$ cat config.mk
export PLATFORM = sky130hd
export DESIGN_NAME = ordered_set_store
export DESIGN_NICKNAME = d
export VERILOG_FILES = /design/src/oss_pkg.sv /design/src/oss_ram.sv /design/src/ordered_set_store.sv
export SDC_FILE = /design/constraint.sdc
export NUM_CORES = 1
export LEC_CHECK = 0
export BUFFER_PORTS_ARGS = -buffer_cell sky130_fd_sc_hd__buf_2
export CAP_MARGIN = 20
export CORE_ASPECT_RATIO = 1.4
export CORE_MARGIN = 2
export CORE_UTILIZATION = 58
export CTS_BUF_LIST = sky130_fd_sc_hd__clkbuf_2 sky130_fd_sc_hd__clkbuf_4 sky130_fd_sc_hd__clkbuf_8
export DETAILED_ROUTE_END_ITERATION = 16
export GPL_ROUTABILITY_DRIVEN = 0
export PLACE_DENSITY = 0.87
export RECOVER_POWER = 25
export SLEW_MARGIN = 20
export SYNTH_ARGS = -nofsm -noshare
export SYNTH_HDL_FRONTEND = slang
export SYNTH_SLANG_ARGS = --single-unit
$ cat constraint.sdc
create_clock -name aclk -period 3.6 [get_ports aclk]
set_input_delay 0.18 -clock aclk [delete_from_list [all_inputs] [get_ports aclk]]
set_output_delay 0.18 -clock aclk [all_outputs]
set_load 0.1 [all_outputs]
$ cat src/oss_pkg.sv
`default_nettype none

package oss_pkg;

    // Default geometry of the store
    localparam int DEFAULT_SIZE  = 16;
    localparam int DEFAULT_WIDTH = 32;

    // Item kinds on the input channel
    typedef enum logic [1:0] {
        KIND_INSERT = 2'd0,
        KIND_REMOVE = 2'd1,
        KIND_QUERY  = 2'd2,
        KIND_READ   = 2'd3
    } kind_t;

    // Result status codes
    typedef enum logic [1:0] {
        STATUS_OK    = 2'd0,
        STATUS_FULL  = 2'd1,
        STATUS_RANGE = 2'd2
    } status_t;

    // Sequencer states
    typedef enum logic [2:0] {
        ST_IDLE,
        ST_SCAN,
        ST_SHIFT,
        ST_READ,
        ST_DONE
    } state_t;

endpackage

`default_nettype wire

$ cat src/oss_ram.sv
`default_nettype none

// Simple dual-port RAM: one write port, one read port, registered read data.
module oss_ram #(
    parameter int DEPTH = oss_pkg::DEFAULT_SIZE,
    parameter int WIDTH = oss_pkg::DEFAULT_WIDTH,
    parameter int AW    = (DEPTH > 1) ? $clog2(DEPTH) : 1
) (
    input  wire logic             aclk,
    input  wire logic             wr_en,
    input  wire logic [AW-1:0]    wr_addr,
    input  wire logic [WIDTH-1:0] wr_data,
    input  wire logic             rd_en,
    input  wire logic [AW-1:0]    rd_addr,
    output logic      [WIDTH-1:0] rd_data
);

    logic [WIDTH-1:0] mem [DEPTH];

    always_ff @(posedge aclk) begin
        if (wr_en) begin
            mem[wr_addr] <= wr_data;
        end
    end

    always_ff @(posedge aclk) begin
        if (rd_en) begin
            rd_data <= mem[rd_addr];
        end
    end

endmodule

`default_nettype wire

$ cat src/ordered_set_store.sv
`default_nettype none

// Channel   Handshake           Payload
// s_        s_valid / s_ready   s_kind, s_value, s_position
// m_        m_valid / m_ready   m_found, m_read_value, m_count, m_status
//
// One item at a time; the entries sit in one RAM, read one per cycle. A scan reads
// the entries in order and stops at a hit; a remove that hits then closes the gap by
// moving each later entry down one place. A read of a position out of range skips
// the RAM. s_ready returns as the result enters the output register; a full output
// register holds the result back.
// Reset (aresetn low, synchronous) empties the set; the RAM is not cleared.

module ordered_set_store #(
    parameter int SIZE  = oss_pkg::DEFAULT_SIZE,
    parameter int WIDTH = oss_pkg::DEFAULT_WIDTH
) (
    input  wire logic               aclk,
    input  wire logic               aresetn,

    input  wire logic               s_valid,
    output logic                    s_ready,
    input  wire logic        [1:0]  s_kind,
    input  wire logic signed [31:0] s_value,
    input  wire logic        [3:0]  s_position,

    output logic                    m_valid,
    input  wire logic               m_ready,
    output logic                    m_found,
    output logic signed      [31:0] m_read_value,
    output logic             [4:0]  m_count,
    output logic             [1:0]  m_status
);

    localparam int AW = (SIZE > 1) ? $clog2(SIZE) : 1;   // RAM address
    localparam int CW = $clog2(SIZE + 1);                // count 0..SIZE
    localparam int PW = (CW > 4) ? CW : 4;               // position compare

    // Control state
    oss_pkg::state_t  state_reg, state_next;
    logic [CW-1:0]    used_reg, used_next;
    logic             pend_reg, pend_next;
    logic             m_valid_reg, m_valid_next;

    // Item and result payload
    oss_pkg::kind_t   kind_reg, kind_next;
    logic [WIDTH-1:0] key_reg, key_next;
    logic [CW-1:0]    rd_idx_reg, rd_idx_next;
    logic [AW-1:0]    pend_idx_reg, pend_idx_next;
    logic             res_found_reg, res_found_next;
    oss_pkg::status_t res_status_reg, res_status_next;
    logic [31:0]      res_rd_reg, res_rd_next;
    logic             m_found_reg, m_found_next;
    logic [31:0]      m_read_value_reg, m_read_value_next;
    logic [4:0]       m_count_reg, m_count_next;
    oss_pkg::status_t m_status_reg, m_status_next;

    // RAM port
    logic             mem_we;
    logic [AW-1:0]    mem_wa;
    logic [WIDTH-1:0] mem_wd;
    logic             mem_re;
    logic [AW-1:0]    mem_ra;
    logic [WIDTH-1:0] mem_rdata;

    logic [PW-1:0]    pos_w;
    logic [PW-1:0]    used_w;
    logic             hit;
    logic             more;

    oss_ram #(
        .DEPTH (SIZE),
        .WIDTH (WIDTH),
        .AW    (AW)
    ) u_ram (
        .aclk    (aclk),
        .wr_en   (mem_we),
        .wr_addr (mem_wa),
        .wr_data (mem_wd),
        .rd_en   (mem_re),
        .rd_addr (mem_ra),
        .rd_data (mem_rdata)
    );

    assign pos_w  = PW'(s_position);
    assign used_w = PW'(used_reg);
    assign hit    = pend_reg && (mem_rdata == key_reg);
    assign more   = rd_idx_reg < used_reg;

    assign s_ready      = (state_reg == oss_pkg::ST_IDLE);
    assign m_valid      = m_valid_reg;
    assign m_found      = m_found_reg;
    assign m_read_value = m_read_value_reg;
    assign m_count      = m_count_reg;
    assign m_status     = m_status_reg;

    // Sequencer: next state, RAM accesses and result
    always_comb begin
        state_next        = state_reg;
        used_next         = used_reg;
        pend_next         = pend_reg;
        m_valid_next      = m_valid_reg;
        kind_next         = kind_reg;
        key_next          = key_reg;
        rd_idx_next       = rd_idx_reg;
        pend_idx_next     = pend_idx_reg;
        res_found_next    = res_found_reg;
        res_status_next   = res_status_reg;
        res_rd_next       = res_rd_reg;
        m_found_next      = m_found_reg;
        m_read_value_next = m_read_value_reg;
        m_count_next      = m_count_reg;
        m_status_next     = m_status_reg;
        mem_we            = 1'b0;
        mem_wa            = '0;
        mem_wd            = key_reg;
        mem_re            = 1'b0;
        mem_ra            = '0;

        // result taken downstream
        if (m_valid_reg && m_ready) begin
            m_valid_next = 1'b0;
        end

        unique case (state_reg)
            oss_pkg::ST_IDLE: begin
                if (s_valid) begin
                    kind_next       = oss_pkg::kind_t'(s_kind);
                    key_next        = WIDTH'($unsigned(s_value));
                    res_found_next  = 1'b0;
                    res_status_next = oss_pkg::STATUS_OK;
                    res_rd_next     = '0;
                    rd_idx_next     = '0;
                    pend_next       = 1'b0;
                    if (oss_pkg::kind_t'(s_kind) == oss_pkg::KIND_READ) begin
                        if (pos_w < used_w) begin
                            mem_re     = 1'b1;
                            mem_ra     = pos_w[AW-1:0];
                            state_next = oss_pkg::ST_READ;
                        end else begin
                            res_status_next = oss_pkg::STATUS_RANGE;
                            state_next      = oss_pkg::ST_DONE;
                        end
                    end else begin
                        state_next = oss_pkg::ST_SCAN;
                    end
                end
            end

            // read entries in order, compare each entry in the cycle after its read
            oss_pkg::ST_SCAN: begin
                if (hit) begin
                    res_found_next = 1'b1;
                    pend_next      = 1'b0;
                    if (kind_reg == oss_pkg::KIND_REMOVE) begin
                        rd_idx_next = CW'(pend_idx_reg) + CW'(1);
                        state_next  = oss_pkg::ST_SHIFT;
                    end else begin
                        state_next = oss_pkg::ST_DONE;
                    end
                end else if (!pend_reg && !more) begin
                    // not held
                    if (kind_reg == oss_pkg::KIND_INSERT) begin
                        if (used_reg < CW'(SIZE)) begin
                            mem_we    = 1'b1;
                            mem_wa    = used_reg[AW-1:0];
                            used_next = used_reg + CW'(1);
                        end else begin
                            res_status_next = oss_pkg::STATUS_FULL;
                        end
                    end
                    state_next = oss_pkg::ST_DONE;
                end else if (more) begin
                    mem_re        = 1'b1;
                    mem_ra        = rd_idx_reg[AW-1:0];
                    pend_next     = 1'b1;
                    pend_idx_next = rd_idx_reg[AW-1:0];
                    rd_idx_next   = rd_idx_reg + CW'(1);
                end else begin
                    pend_next = 1'b0;
                end
            end

            // close the gap: entry i+1 read, written back at i next cycle
            oss_pkg::ST_SHIFT: begin
                if (pend_reg) begin
                    mem_we = 1'b1;
                    mem_wa = pend_idx_reg - AW'(1);
                    mem_wd = mem_rdata;
                end
                if (more) begin
                    mem_re        = 1'b1;
                    mem_ra        = rd_idx_reg[AW-1:0];
                    pend_next     = 1'b1;
                    pend_idx_next = rd_idx_reg[AW-1:0];
                    rd_idx_next   = rd_idx_reg + CW'(1);
                end else begin
                    pend_next = 1'b0;
                    if (!pend_reg) begin
                        used_next  = used_reg - CW'(1);
                        state_next = oss_pkg::ST_DONE;
                    end
                end
            end

            oss_pkg::ST_READ: begin
                res_rd_next = 32'($signed(mem_rdata));
                state_next  = oss_pkg::ST_DONE;
            end

            // hand the result to the output register once it is free
            oss_pkg::ST_DONE: begin
                if (!m_valid_reg || m_ready) begin
                    m_valid_next      = 1'b1;
                    m_found_next      = res_found_reg;
                    m_read_value_next = res_rd_reg;
                    m_count_next      = 5'(used_reg);
                    m_status_next     = res_status_reg;
                    state_next        = oss_pkg::ST_IDLE;
                end
            end

            default: begin
                state_next = oss_pkg::ST_IDLE;
            end
        endcase
    end

    // Control registers
    always_ff @(posedge aclk) begin
        if (!aresetn) begin
            state_reg   <= oss_pkg::ST_IDLE;
            used_reg    <= '0;
            pend_reg    <= 1'b0;
            m_valid_reg <= 1'b0;
        end else begin
            state_reg   <= state_next;
            used_reg    <= used_next;
            pend_reg    <= pend_next;
            m_valid_reg <= m_valid_next;
        end
    end

    // Payload registers
    always_ff @(posedge aclk) begin
        kind_reg         <= kind_next;
        key_reg          <= key_next;
        rd_idx_reg       <= rd_idx_next;
        pend_idx_reg     <= pend_idx_next;
        res_found_reg    <= res_found_next;
        res_status_reg   <= res_status_next;
        res_rd_reg       <= res_rd_next;
        m_found_reg      <= m_found_next;
        m_read_value_reg <= m_read_value_next;
        m_count_reg      <= m_count_next;
        m_status_reg     <= m_status_next;
    end

endmodule

`default_nettype wire

==> results by group <==
Route
  • DRT Wirelength: 69600 µm
  • Vias/cell: 6.49
  • WL/cell: 27.6 µm
  • 1st-iter DRT viols: 2196
  • Post-DRT Antenna Nets: 0
  • Vias: 16300
  • Detailed-route DRC error count: 0
  • Pre-antenna DRT Iters: 6

Final layout
  • Max reg flops: 512
  • Share of layout cells above drive strength 1: 0.172
  • Most common cell after layout, fill and taps aside: edfxtp_1
  • Largest register by flop count: u_ram.mem
  • Most frequent cells in the layout: edfxtp_1 (662), nand2_1 (217), mux2i_1 (163)
  • Final nets: 1886
  • Area delta synth->final: 16.0%

STA
  • Worst-margin pin slew: 2.20 ns
  • Max_slew headroom: -0.469
  • Final min period: 3.68 ns
  • RSZ-0062 raised after global routing: yes
  • Final setup viols: 1
  • Max frequency: 0.272 GHz
  • Final WS setup: -0.0815 ns
  • Final hold violations: 0
  • Setup Skew: 0.0456 ns
  • Tcrit/Tclk final: 1.02
  • Final Max Tran Viols: 73
  • Fin Setup TNS: -0.0815 ns

Synth
  • Syn Inst Count: 1607
  • Mapped Area: 0.0266 mm²
  • Flops & latches, synth: 672
  • YS warnings: 0
  • EDFF count, synth: 662
  • Top FF cell, synth: edfxtp_1
  • Sequential share of the synthesized area: 0.755
  • Post-Syn Area per Cell: 16.5 µm²
  • Synth unique cells: 64
  • Async SR Flop Fraction: 0
  • Synthesized Nets: 1664

Critical path
  • CP max FO: 17
  • Worst Setup Path Type: flip-flop to flip-flop
  • Startpoint types: flip-flop
  • Critical Path AT: 4.22 ns
  • CP required: 4.13 ns
  • Critical Path Sink Type: flip-flop

Clock tree
  • Clock latency at the later pin of the worst-skew pair: 0.70 ns
  • Clk slew on worst S/H paths: 0.07 ns
  • CTS root buffer: clkbuf_8
  • TritonCTS clock tree: done
  • H-tree levels: 3
  • TritonCTS Buffers: 92
  • Clock tree buffer depth: 3
  • Clock sinks: 672

Floorplan
  • IO Pins: 84
  • Starting Density: 0.589
  • Die Span Y: 257 µm
  • Width of the die: 185 µm
  • FP Rows: 92
  • Core area: 0.0451 mm²
  • Die ar.: 0.0476 mm²

Pwr
  • Reg power frac: 0.530
  • PwrDens: 560 mW/mm²
  • Combinational Power Share: 0.109
  • P_int: 12.9 mW
  • Clock power frac: 0.361
  • Worst vdd ir: 0.340 mV
  • Switching pwr: 4.33 mW
  • Switching Fraction: 0.251
  • Pleak: 9.85 nW

Global route
  • First-pass GRT wire length: 99400 µm
  • Initial antenna violation count: 1
  • Vias in the first global route: 16500
  • Largest net degree at the start of global routing: 89
  • Gr ovfl total: 0
  • Total GRT Usage: 0.288

Placed design
  • Worst slack, placed: -0.116 ns
  • Buffers on Ports: 83
  • HPWL Detailed: 37400 µm

Min path
  • HP Class: input pin to flip-flop

Job
  • Max cap viols: 2

Outcome
  • Failing checks: max-capacitance violations, max-slew violations, negative setup slack
  • Status: finished with violations
-- final timing paths --
| path | start | end | slack (ns) | cells after the start |
|---|---|---|---|---|
| hold / removal | s_valid | state_reg[0] | 0.03 | 5 |
| setup / recovery | u_ram.rd_data[17] | u_ram.rd_data[24] | -0.08 | 13 |
| setup reg to reg | u_ram.rd_data[17] | u_ram.rd_data[24] | -0.08 | 13 |
| hold reg to reg | res_rd_reg[24] | m_read_value[24] | 0.40 | 0 |
-- Yosys cell counts (all sizes together), types with 2 or more instances --
cell type / number / area, µm²
nor4: 8 / 50.1
a221oi: 2 / 23.8
ha: 14 / 175
xnor2: 24 / 210
o21a: 3 / 22.5
a21oi: 18 / 93.8
mux2: 31 / 349
a211oi: 2 / 15.0
a21o: 4 / 30.0
dfxtp: 10 / 200
and2: 40 / 250
o22ai: 7 / 43.8
nand2: 219 / 825
a32oi: 96 / 841
o211ai: 3 / 22.5
nor2: 38 / 145
a31oi: 2 / 12.5
a22oi: 33 / 248
nor2b: 4 / 25.0
xor2: 18 / 158
o21ai: 11 / 55.1
nand2b: 7 / 43.8
or3: 3 / 18.8
nand3: 9 / 45.0
buf: 58 / 389
nor3: 13 / 90.1
or2: 2 / 12.5
nand4: 4 / 25.0
edfxtp: 662 / 19900
and4: 32 / 280
a21boi: 2 / 15.0
mux2i: 163 / 1630
inv: 22 / 82.6
and3: 5 / 31.3
clkbuf: 22 / 86.3
-- metal layers --
layer / share of wire / global-route usage
met5: 0 / 0
met4: 0.072 / 0.200
met3: 0.12 / 0.0640
met2: 0.49 / 0.468
met1: 0.32 / 0.341
-- stage by stage --
stage / total power, mW / cells / hold WS [ns] / area (µm²) / util
2_1_floorplan: 10.4 / 1607 / 0.279 / 26600 / -
4_1_cts: 17.2 / 2510 / 0.0135 / 30800 / 0.683
3_5_place_dp: 11.1 / 2303 / 0.359 / 28500 / 0.631
3_3_place_gp: 11.0 / 2303 / 0.356 / 28500 / 0.631
5_1_grt: 17.7 / 2517 / 0.0705 / 30900 / 0.684
6_report: 17.3 / 2517 / 0.0297 / 30900 / 0.684
-- worst max-delay path, cell delays in order, from the launching register on --
cell and delay (ns):
edfxtp_1 0.43, xnor2_1 0.27, buf_4 0.19, nand3_1 0.09, nor4b_2 0.44, and4bb_4 0.41, a21oi_2 0.10, buf_4 0.17
a32oi_4 0.25, buf_12 0.24, buf_4 0.21, nand2_1 0.09, a32oi_1 0.36, and4_1 0.27
-- what timing repair did --
| action | in CTS | in global routing |
|---|---|---|
| setup buffers | 0 | 5 |
| endpoints found under the setup margin | 10 | 64 |
| gates cloned | 1 | 1 |
| hold buffers | 36 | 0 |
| gates resized for setup | 3 | 9 |
| hold endpoints to repair | 45 | 0 |
| pin swaps | 1 | 3 |
-- area by class of cell --
class | instances | area [µm²]
Sequential cell | 672 | 20100
Antenna cell | 1 | 2.50
Timing Repair Buffer | 207 | 1710
Fill cell | 2633 | 14300
Inverter | 22 | 82.6
Clock buffer | 120 | 1480
Tap cell | 611 | 764
Multi-Input combinational cell | 834 | 6250
Clock inverter | 50 | 483
-- cells by family after synthesis --
logic type | share of synthesized area
and+or+nand+nor | 0.0709
muxes | 0.0745
adders and majority gates | 0.00734
buffers and inverters | 0.0210
DFF | 0.755
AOI/OAI and AO/OA | 0.0575
xor gates and xnor gates | 0.0138
-- power groups by stage --
stage,combinational (mW),sequential [mW],clock (mW)
floorplan,0.967,9.46,0
global route,1.97,9.17,6.58
finish,1.88,9.16,6.23
CTS,1.82,9.14,6.22
detailed placement,1.76,9.31,0
global placement,1.68,9.29,0
Power figures use the tool's default switching activity.
